[src/rtl/core/cbd_pkg.sv]
package cbd_pkg;

    // Default width of the chunk-size counter
    localparam int CBD_SIZE_BITS   = 32;
    // Default depth of the queue between front and back (power of two)
    localparam int CBD_QUEUE_DEPTH = 4;

    // Characters of the framing
    localparam logic [7:0] CH_CR    = 8'h0D;
    localparam logic [7:0] CH_LF    = 8'h0A;
    localparam logic [7:0] CH_SP    = 8'h20;
    localparam logic [7:0] CH_HTAB  = 8'h09;

    // One input request
    typedef struct packed {
        logic [7:0] in_byte;
        logic       first_of_message;
        logic       last_of_input;
    } cbd_in_t;

    // One result request
    typedef struct packed {
        logic [7:0] out_byte;
        logic       has_byte;
        logic       complete;
        logic       failed;
    } cbd_out_t;

    // A byte after classification by the front
    typedef struct packed {
        logic [7:0] in_byte;
        logic       first;
        logic       last;
        logic       is_hex;
        logic [3:0] hex_val;
        logic       is_cr;
        logic       is_lf;
        logic       is_blank;
    } cbd_class_t;

endpackage

[src/rtl/core/chunked_body_decoder.sv]
// Chunked transfer body decoder.
// Input channel (byte_valid / byte_stall / byte_data) takes one body byte per
// request, with first_of_message marking a new message and last_of_input the
// final available byte. Output channel (result_valid / result_stall /
// result_data) gives at most one result per byte: a payload byte, the
// completion flag on the LF of the terminating zero chunk, or an error flag.
// Bytes that cause no result (size lines, CR LF) are consumed silently.
// Throughput: one byte per cycle unless result_stall holds the output, set by
// the chunk sequencer in the back part. Each byte passes the classify
// register, the queue and the output register before its result is valid.
// A stalled result holds in the output register; the queue between the
// classifier and the sequencer keeps taking bytes until it fills, and only
// then byte_stall rises.
// Reset clears the queue, empties both channels and puts the parser in the
// awaiting-chunk-size phase; no clearing pass is needed.
module chunked_body_decoder
    import cbd_pkg::*;
#(
    parameter int SIZE_BITS   = CBD_SIZE_BITS,
    parameter int QUEUE_DEPTH = CBD_QUEUE_DEPTH
)
(
    input  logic     clk,
    input  logic     rst_n,
    input  logic     byte_valid,
    output logic     byte_stall,
    input  cbd_in_t  byte_data,
    output logic     result_valid,
    input  logic     result_stall,
    output cbd_out_t result_data
);

    logic       cls_valid;
    logic       cls_stall;
    cbd_class_t cls_data;
    logic       q_valid;
    logic       q_take;
    cbd_class_t q_data;

    // Byte classifier
    cbd_front u_front (
        .clk        (clk),
        .rst_n      (rst_n),
        .byte_valid (byte_valid),
        .byte_stall (byte_stall),
        .byte_data  (byte_data),
        .cls_valid  (cls_valid),
        .cls_stall  (cls_stall),
        .cls_data   (cls_data)
    );

    // Decoupling queue
    cbd_queue #(
        .DEPTH (QUEUE_DEPTH)
    ) u_queue (
        .clk        (clk),
        .rst_n      (rst_n),
        .push_valid (cls_valid),
        .push_stall (cls_stall),
        .push_data  (cls_data),
        .pop_valid  (q_valid),
        .pop_take   (q_take),
        .pop_data   (q_data)
    );

    // Chunk sequencer and result register
    cbd_back #(
        .SIZE_BITS (SIZE_BITS)
    ) u_back (
        .clk          (clk),
        .rst_n        (rst_n),
        .q_valid      (q_valid),
        .q_take       (q_take),
        .q_data       (q_data),
        .result_valid (result_valid),
        .result_stall (result_stall),
        .result_data  (result_data)
    );

endmodule

[src/rtl/core/cbd_front.sv]
module cbd_front
    import cbd_pkg::*;
(
    input  logic       clk,
    input  logic       rst_n,
    input  logic       byte_valid,
    output logic       byte_stall,
    input  cbd_in_t    byte_data,
    output logic       cls_valid,
    input  logic       cls_stall,
    output cbd_class_t cls_data
);

    logic       valid_reg;
    logic       valid_next;
    cbd_class_t cls_reg;
    cbd_class_t cls_next;
    logic       take;
    logic [7:0] c;

    // Stage is free when empty or when its entry moves on this cycle
    assign byte_stall = valid_reg && cls_stall;
    assign take       = byte_valid && !byte_stall;
    assign c          = byte_data.in_byte;

    // Classify the incoming byte
    always_comb
    begin
        cls_next          = cls_reg;
        valid_next        = valid_reg;
        if (!cls_stall)
        begin
            valid_next = 1'b0;
        end
        if (take)
        begin
            valid_next            = 1'b1;
            cls_next.in_byte      = c;
            cls_next.first        = byte_data.first_of_message;
            cls_next.last         = byte_data.last_of_input;
            cls_next.is_cr        = (c == CH_CR);
            cls_next.is_lf        = (c == CH_LF);
            cls_next.is_blank     = (c == CH_SP) || (c == CH_HTAB);
            cls_next.is_hex       = 1'b0;
            cls_next.hex_val      = 4'h0;
            if (c >= 8'h30 && c <= 8'h39)
            begin
                cls_next.is_hex  = 1'b1;
                cls_next.hex_val = c[3:0];
            end
            else if (c >= 8'h61 && c <= 8'h66)
            begin
                cls_next.is_hex  = 1'b1;
                cls_next.hex_val = 4'(c - 8'h57);
            end
            else if (c >= 8'h41 && c <= 8'h46)
            begin
                cls_next.is_hex  = 1'b1;
                cls_next.hex_val = 4'(c - 8'h37);
            end
        end
    end

    always_ff @(posedge clk or negedge rst_n)
    begin
        if (!rst_n)
        begin
            valid_reg <= 1'b0;
        end
        else
        begin
            valid_reg <= valid_next;
        end
    end

    always_ff @(posedge clk)
    begin
        cls_reg <= cls_next;
    end

    assign cls_valid = valid_reg;
    assign cls_data  = cls_reg;

endmodule

[src/rtl/core/cbd_queue.sv]
module cbd_queue
    import cbd_pkg::*;
#(
    parameter int DEPTH = CBD_QUEUE_DEPTH
)
(
    input  logic       clk,
    input  logic       rst_n,
    input  logic       push_valid,
    output logic       push_stall,
    input  cbd_class_t push_data,
    output logic       pop_valid,
    input  logic       pop_take,
    output cbd_class_t pop_data
);

    localparam int PTR_W = (DEPTH > 1) ? $clog2(DEPTH) : 1;
    localparam int CNT_W = $clog2(DEPTH + 1);

    cbd_class_t             mem [DEPTH];
    logic [PTR_W-1:0]       wr_ptr_reg;
    logic [PTR_W-1:0]       wr_ptr_next;
    logic [PTR_W-1:0]       rd_ptr_reg;
    logic [PTR_W-1:0]       rd_ptr_next;
    logic [CNT_W-1:0]       count_reg;
    logic [CNT_W-1:0]       count_next;
    logic                   push;
    logic                   pop;

    assign push_stall = (count_reg == CNT_W'(DEPTH));
    assign push       = push_valid && !push_stall;
    assign pop_valid  = (count_reg != '0);
    assign pop        = pop_take && pop_valid;
    assign pop_data   = mem[rd_ptr_reg];

    // Pointers wrap at the power-of-two depth
    always_comb
    begin
        wr_ptr_next = wr_ptr_reg;
        rd_ptr_next = rd_ptr_reg;
        count_next  = count_reg;
        if (push)
        begin
            wr_ptr_next = wr_ptr_reg + 1'b1;
        end
        if (pop)
        begin
            rd_ptr_next = rd_ptr_reg + 1'b1;
        end
        if (push && !pop)
        begin
            count_next = count_reg + 1'b1;
        end
        else if (pop && !push)
        begin
            count_next = count_reg - 1'b1;
        end
    end

    always_ff @(posedge clk or negedge rst_n)
    begin
        if (!rst_n)
        begin
            wr_ptr_reg <= '0;
            rd_ptr_reg <= '0;
            count_reg  <= '0;
        end
        else
        begin
            wr_ptr_reg <= wr_ptr_next;
            rd_ptr_reg <= rd_ptr_next;
            count_reg  <= count_next;
        end
    end

    // Queue storage
    always_ff @(posedge clk)
    begin
        if (push)
        begin
            mem[wr_ptr_reg] <= push_data;
        end
    end

endmodule

[src/rtl/core/cbd_back.sv]
module cbd_back
    import cbd_pkg::*;
#(
    parameter int SIZE_BITS = CBD_SIZE_BITS
)
(
    input  logic       clk,
    input  logic       rst_n,
    input  logic       q_valid,
    output logic       q_take,
    input  cbd_class_t q_data,
    output logic       result_valid,
    input  logic       result_stall,
    output cbd_out_t   result_data
);

    typedef enum logic [3:0] {
        PH_SIZE     = 4'd0,
        PH_EXT      = 4'd1,
        PH_SIZE_LF  = 4'd2,
        PH_DATA     = 4'd3,
        PH_DATA_CR  = 4'd4,
        PH_DATA_LF  = 4'd5,
        PH_FINAL_CR = 4'd6,
        PH_FINAL_LF = 4'd7,
        PH_DONE     = 4'd8,
        PH_ERROR    = 4'd9
    } phase_t;

    phase_t                 phase_reg;
    phase_t                 phase_next;
    logic [SIZE_BITS-1:0]   remain_reg;
    logic [SIZE_BITS-1:0]   remain_next;
    logic                   digit_reg;
    logic                   digit_next;
    logic                   out_valid_reg;
    logic                   out_valid_next;
    cbd_out_t               out_reg;
    cbd_out_t               out_next;

    phase_t                 ph;
    logic [SIZE_BITS-1:0]   rem;
    logic [SIZE_BITS-1:0]   rem_dec;
    logic                   dig;
    logic                   has;
    logic                   done;
    logic                   fail;
    logic                   pop;

    // Back runs whenever the output register has room
    assign pop     = q_valid && (!out_valid_reg || !result_stall);
    assign q_take  = pop;
    assign rem_dec = rem - 1'b1;

    // Message start clears state ahead of this byte
    always_comb
    begin
        ph  = q_data.first ? PH_SIZE : phase_reg;
        rem = q_data.first ? '0 : remain_reg;
        dig = q_data.first ? 1'b0 : digit_reg;
    end

    // Chunk sequencer
    always_comb
    begin
        phase_next     = phase_reg;
        remain_next    = remain_reg;
        digit_next     = digit_reg;
        has            = 1'b0;
        done           = 1'b0;
        fail           = 1'b0;
        out_valid_next = out_valid_reg;
        out_next       = out_reg;
        if (out_valid_reg && !result_stall)
        begin
            out_valid_next = 1'b0;
        end
        if (pop)
        begin
            phase_next  = ph;
            remain_next = rem;
            digit_next  = dig;
            unique case (ph)
                PH_SIZE:
                begin
                    if (q_data.is_hex)
                    begin
                        // Top nibble set means one more digit overflows
                        if (|rem[SIZE_BITS-1 -: 4])
                        begin
                            fail = 1'b1;
                        end
                        else
                        begin
                            remain_next = {rem[SIZE_BITS-5:0], q_data.hex_val};
                            digit_next  = 1'b1;
                        end
                    end
                    else if (!dig)
                    begin
                        if (!q_data.is_blank)
                        begin
                            fail = 1'b1;
                        end
                    end
                    else if (q_data.is_cr)
                    begin
                        phase_next = PH_SIZE_LF;
                    end
                    else
                    begin
                        phase_next = PH_EXT;
                    end
                end
                PH_EXT:
                begin
                    if (q_data.is_cr)
                    begin
                        phase_next = PH_SIZE_LF;
                    end
                end
                PH_SIZE_LF:
                begin
                    if (!q_data.is_lf)
                    begin
                        fail = 1'b1;
                    end
                    else
                    begin
                        phase_next = (rem == '0) ? PH_FINAL_CR : PH_DATA;
                    end
                end
                PH_DATA:
                begin
                    has         = 1'b1;
                    remain_next = rem_dec;
                    if (rem_dec == '0)
                    begin
                        phase_next = PH_DATA_CR;
                    end
                end
                PH_DATA_CR:
                begin
                    if (!q_data.is_cr)
                    begin
                        fail = 1'b1;
                    end
                    else
                    begin
                        phase_next = PH_DATA_LF;
                    end
                end
                PH_DATA_LF:
                begin
                    if (!q_data.is_lf)
                    begin
                        fail = 1'b1;
                    end
                    else
                    begin
                        phase_next  = PH_SIZE;
                        remain_next = '0;
                        digit_next  = 1'b0;
                    end
                end
                PH_FINAL_CR:
                begin
                    if (!q_data.is_cr)
                    begin
                        fail = 1'b1;
                    end
                    else
                    begin
                        phase_next = PH_FINAL_LF;
                    end
                end
                PH_FINAL_LF:
                begin
                    if (!q_data.is_lf)
                    begin
                        fail = 1'b1;
                    end
                    else
                    begin
                        phase_next = PH_DONE;
                        done       = 1'b1;
                    end
                end
                PH_DONE, PH_ERROR:
                begin
                end
                default:
                begin
                    fail = 1'b1;
                end
            endcase
            if (fail)
            begin
                phase_next = PH_ERROR;
            end
            // Input ended before the message finished
            if (q_data.last && phase_next != PH_DONE && phase_next != PH_ERROR)
            begin
                fail       = 1'b1;
                phase_next = PH_ERROR;
            end
            out_valid_next    = has || done || fail;
            out_next.out_byte = has ? q_data.in_byte : 8'h00;
            out_next.has_byte = has;
            out_next.complete = done;
            out_next.failed   = fail;
        end
    end

    always_ff @(posedge clk or negedge rst_n)
    begin
        if (!rst_n)
        begin
            phase_reg     <= PH_SIZE;
            remain_reg    <= '0;
            digit_reg     <= 1'b0;
            out_valid_reg <= 1'b0;
        end
        else
        begin
            phase_reg     <= phase_next;
            remain_reg    <= remain_next;
            digit_reg     <= digit_next;
            out_valid_reg <= out_valid_next;
        end
    end

    always_ff @(posedge clk)
    begin
        out_reg <= out_next;
    end

    assign result_valid = out_valid_reg;
    assign result_data  = out_reg;

    // A delivered result always carries at least one flag
    a_result_flagged: assert property (@(posedge clk) disable iff (!rst_n)
        out_valid_reg |-> (out_reg.has_byte || out_reg.complete || out_reg.failed))
        else $error("result without any flag");

    // Payload and completion never come from the same byte
    a_byte_not_complete: assert property (@(posedge clk) disable iff (!rst_n)
        out_valid_reg |-> !(out_reg.has_byte && out_reg.complete))
        else $error("payload byte marked complete");

    // A byte taken in the data phase yields a payload result
    a_data_emits: assert property (@(posedge clk) disable iff (!rst_n)
        (pop && !q_data.first && phase_reg == PH_DATA) |=>
            (out_valid_reg && out_reg.has_byte))
        else $error("data byte not passed through");

    // Error phase is left only by a message start
    a_error_sticky: assert property (@(posedge clk) disable iff (!rst_n)
        (phase_reg == PH_ERROR && !(pop && q_data.first)) |=> (phase_reg == PH_ERROR))
        else $error("error phase left without message start");

endmodule

[config.mk]
export PLATFORM = sky130hd
export DESIGN_NAME = chunked_body_decoder
export DESIGN_NICKNAME = d
export VERILOG_FILES = /design/src/rtl/core/cbd_pkg.sv /design/src/rtl/core/chunked_body_decoder.sv /design/src/rtl/core/cbd_front.sv /design/src/rtl/core/cbd_queue.sv /design/src/rtl/core/cbd_back.sv
export SDC_FILE = /design/constraint.sdc
export NUM_CORES = 1
export LEC_CHECK = 0
export ABC_CLOCK_PERIOD_IN_PS = 4900
export BUFFER_PORTS_ARGS = -buffer_cell sky130_fd_sc_hd__buf_2
export CAP_MARGIN = 25
export CORE_ASPECT_RATIO = 1.25
export CORE_MARGIN = 3
export CORE_UTILIZATION = 62
export CTS_CLUSTER_DIAMETER = 100
export CTS_CLUSTER_SIZE = 20
export DETAILED_ROUTE_END_ITERATION = 8
export PLACE_DENSITY = 0.86
export SLEW_MARGIN = 0
export SYNTH_ARGS = -nofsm -noshare
export SYNTH_HDL_FRONTEND = slang
export SYNTH_SLANG_ARGS = --single-unit
[constraint.sdc]
create_clock -name clk -period 4.9 [get_ports clk]
set_clock_uncertainty 0.05 [all_clocks]
set_input_delay 0.735 -clock clk [delete_from_list [all_inputs] [get_ports clk]]
set_output_delay 0.735 -clock clk [all_outputs]
set_load 0.05 [all_outputs]
==> results.md <==
* Crit path launch type: flop
* Family with the most delay on the worst path: simple AND/OR/NAND/NOR gates
* Number of buffers inserted by hold repair at cts at 0
* Max Cap Viol at 0
* Fin crit period at 3.93 ns
* Pins over their slew limit at 0
* Commonest non-fill, non-tap cell in the layout: edfxtp_1
* Via-per-instance ratio at 6.64
* Starting density of the core at 64.1%
* Ys Warns at 0
* Int Pwr at 3.51 mW
* Slew @ Worst Pin at 0.956 ns
* # resized after CTS at 0
* Post-synth net total at 686
* Overall global routing resource usage at 27.3%
* Clk slew on worst S/H paths at 0.06 ns
* Insertion delay to the later sink of the worst-skew pair at 0.43 ns
* Number of top-level pins at 27
* Violation count after the first detailed-routing iteration at 504
* Post-DRT Antenna Nets at 0
* Die width at 104 um
* Number of detailed-routing iterations run before antenna repair at 5
* Post-Route WL at 17700 um
* Part of the total power dissipated in the clock network at 20.3%
* Overall power after layout at 6.21 mW
* Die outline area at 13500 sq um
* Period utilisation layout at 80.3%
* Relative slew slack at 36.2%
* Overall overflow remaining after global route at 0
* Register cell area after layout at 4180 sq um
* Switching pwr at 2.70 mW
* Sequential fraction of the synthesis area at 55.6%
* Comb power frac at 48.3%
* Setup repair after global routing missed its margin: no
* Number of fill cells at 810
* Critical Path End Type: flop
* Total count of hold-check failures in the final report at 0
* Vias after detailed routing at 5565
* Fraction of power spent switching nets at 43.5%
* Post-synthesis cell count at 658
* Gpl congestion at 0.963
* Max H-tree Level at 4
* Antenna violations before repair at 0
* Most frequently used flop master after synthesis: edfxtp_1
* Root buffer selected by CTS: clkbuf_16
* Part of the power in registers at 31.4%
* Vert. Die Dim at 129 um
* Max Root-Sink Buffers at 2
* Cell with the largest stage delay on the worst path: mux2_2
* Worst vdd ir at 0.470 mV
* DP HPWL at 11400 um
* Mean instance size in the synthesized netlist at 11.4 sq um
* Buffer and inverter count on the worst path at 1
* Via count of the first global-routing pass at 5469
* Synthesis-stage register bit count at 147
* Top library cells by usage in the layout, fill and taps aside: edfxtp_1, nand2_1, o21ai_0
* Flip-flop count of the largest register after layout at 72
* Reported leakage power at 3.18 nW
* Num rows at 44
* Pin count of the biggest net entering global routing at 47
* Wire length of the first global-routing pass at 28600 um
* Maximum fanout encountered on the critical timing path at 23
* Fmax at 0.254 GHz
* Total negative slack at 0 ns
* Worst hold path type: input pin to async pin
* Run status: completed
* Final setup fails at 0
* Hold slack at 0.246 ns
* Area of the core region at 11700 sq um
* CTS tree: yes
* Clock Sinks at 147
* Crit path cell chain: buf_4, mux2i_1, mux2_2, nand2_1, ha_1, or3b_2, nor4_1, a21oi_1, and4bb_1, or4b_1, nor4_2, o211ai_1
* Number of setup buffers added after CTS at 0
* Delay of the slowest cell on the worst path at 0.47 ns
* Average wire length per cell after detail routing at 21.1 um
* Area of combinational cells with multiple inputs at 3070 sq um
* Post-synth design cell area at 7520 sq um
* Pwr dens at 742 nW/um^2
* Ys async rst share at 31.3%
* Arrival time at the worst endpoint at 4.18 ns
* TritonCTS buffer count at 17
* DRC violations left at 0
* Number of enable-type register cells in the synthesized netlist at 101
* Synthesis-to-finish area growth at 11.2%
* Required time of the critical path at 5.15 ns
* Fraction of final layout cells with drive strength greater than 1 at 16.1%
* Number of distinct library cell variants in the gate-level netlist after synthesis at 72
* ANT cells at 0
* Fin nets at 692
* Number of buffer cells added on primary ports at 26
* Critical path type: flop to flop
==> power by group through the flow <==
stage / clock, mW / combinational, mW / sequential (mW)
6_report: 1.26 / 3.00 / 1.95
5_1_grt: 1.33 / 3.26 / 1.98
4_1_cts: 1.28 / 2.93 / 1.94
3_5_place_dp: 0 / 2.89 / 1.96
3_3_place_gp: 0 / 2.79 / 1.92
2_1_floorplan: 0 / 2.18 / 1.97
==> area by class of cell <==
cell class,instances,share of cell area [%]
Clock inverter,15,1.91
Clock buffer,17,5.09
Tap cell,161,2.41
Sequential cell,147,50.0
Timing Repair Buffer,37,3.02
Multi-Input combinational cell,443,36.7
Inverter,18,0.808
==> logic make-up (layout without fill, tap and decap cells) <==
| kind of cell | Yosys count | in the layout | share of synthesized area [%] |
|---|---|---|---|
| AO/OA/AOI/OAI | 158 | 158 | 13.3 |
| XOR/XNOR | 18 | 18 | 2.10 |
| adder cells (fa/ha/maj) | 14 | 14 | 2.43 |
| buffers and inverters | 68 | 87 | 3.53 |
| flip-flops | 147 | 147 | 55.6 |
| multiplexers | 25 | 25 | 6.37 |
| AND/OR/NAND/NOR | 228 | 228 | 16.6 |
==> cells in the mapped netlist, types with 6 or more instances <==
cell	number	area [sq um]
xor2_1	7	61.3
clkbuf_1	44	165
nand2_1	60	225
nor3_1	23	115
nand3_1	16	80.1
xnor2_1	11	96.3
nor2b_1	9	56.3
or2_2	8	50.1
nor4_1	15	93.8
inv_1	18	67.6
and2_1	14	87.6
or3_1	6	37.5
dfrtp_1	46	1150
edfxtp_1	101	3030
nand4_1	10	62.6
a21oi_1	39	195
a22oi_1	9	67.6
nand2b_1	8	50.1
ha_1	13	163
nor2_1	25	93.8
o21ai_0	54	270
mux4_2	18	405
==> worst reg2reg max path: cells and delay by family (launching register included) <==
kind | cells | cell delay (ns)
muxes | 2 | 0.61
buffers and inverters | 1 | 0.31
DFF | 1 | 0.33
adders and majority gates | 1 | 0.18
and+or+nand+nor | 6 | 2.03
AOI/OAI and AO/OA | 2 | 0.28
==> per-stage QoR <==
stage / instances / cell area, sq um / setup WS, ns / util, %
floorplan: 658 / 7520 / 0.871 / -
global placement: 804 / 7720 / 1.18 / 65.9
detailed placement: 804 / 7720 / 0.993 / 65.9
CTS: 836 / 8310 / 0.974 / 70.9
global route: 838 / 8360 / 0.783 / 71.3
finish: 838 / 8360 / 0.967 / 71.3
==> path summary, 6_finish.rpt <==
kind	start	endpoint	slack [ns]	cells past startpoint
setup / recovery	u_queue.rd_ptr_reg[1]$_DFFE_PN0P_	u_back.phase_reg[1]$_DFFE_PN0P_	0.97	12
hold / removal	rst_n	u_back.remain_reg[31]$_DFFE_PN0P_	0.25	1
setup reg to reg	u_queue.rd_ptr_reg[1]$_DFFE_PN0P_	u_back.phase_reg[1]$_DFFE_PN0P_	0.97	12
hold reg to reg	u_back.result_valid$_DFFE_PN0P_	u_back.result_valid$_DFFE_PN0P_	0.45	2
max in group asynchronous	rst_n	u_back.remain_reg[18]$_DFFE_PN0P_	4.03	2
min in group clk	byte_data[0]	u_front.cls_data[8]$_DFFE_PP_	0.42	1
==> per-layer routing <==
layer	vias to the layer above	part of all wire (%)	track usage (%)	wire, um
met4	0	3.6	14.1	630
met2	239	52	46.8	9280
met1	2757	38	33.2	6810
li1	2507	-	-	-
met3	62	5.5	5.73	976
met5	-	0	0	0
Note: power is estimated with default switching activity, not from simulation.
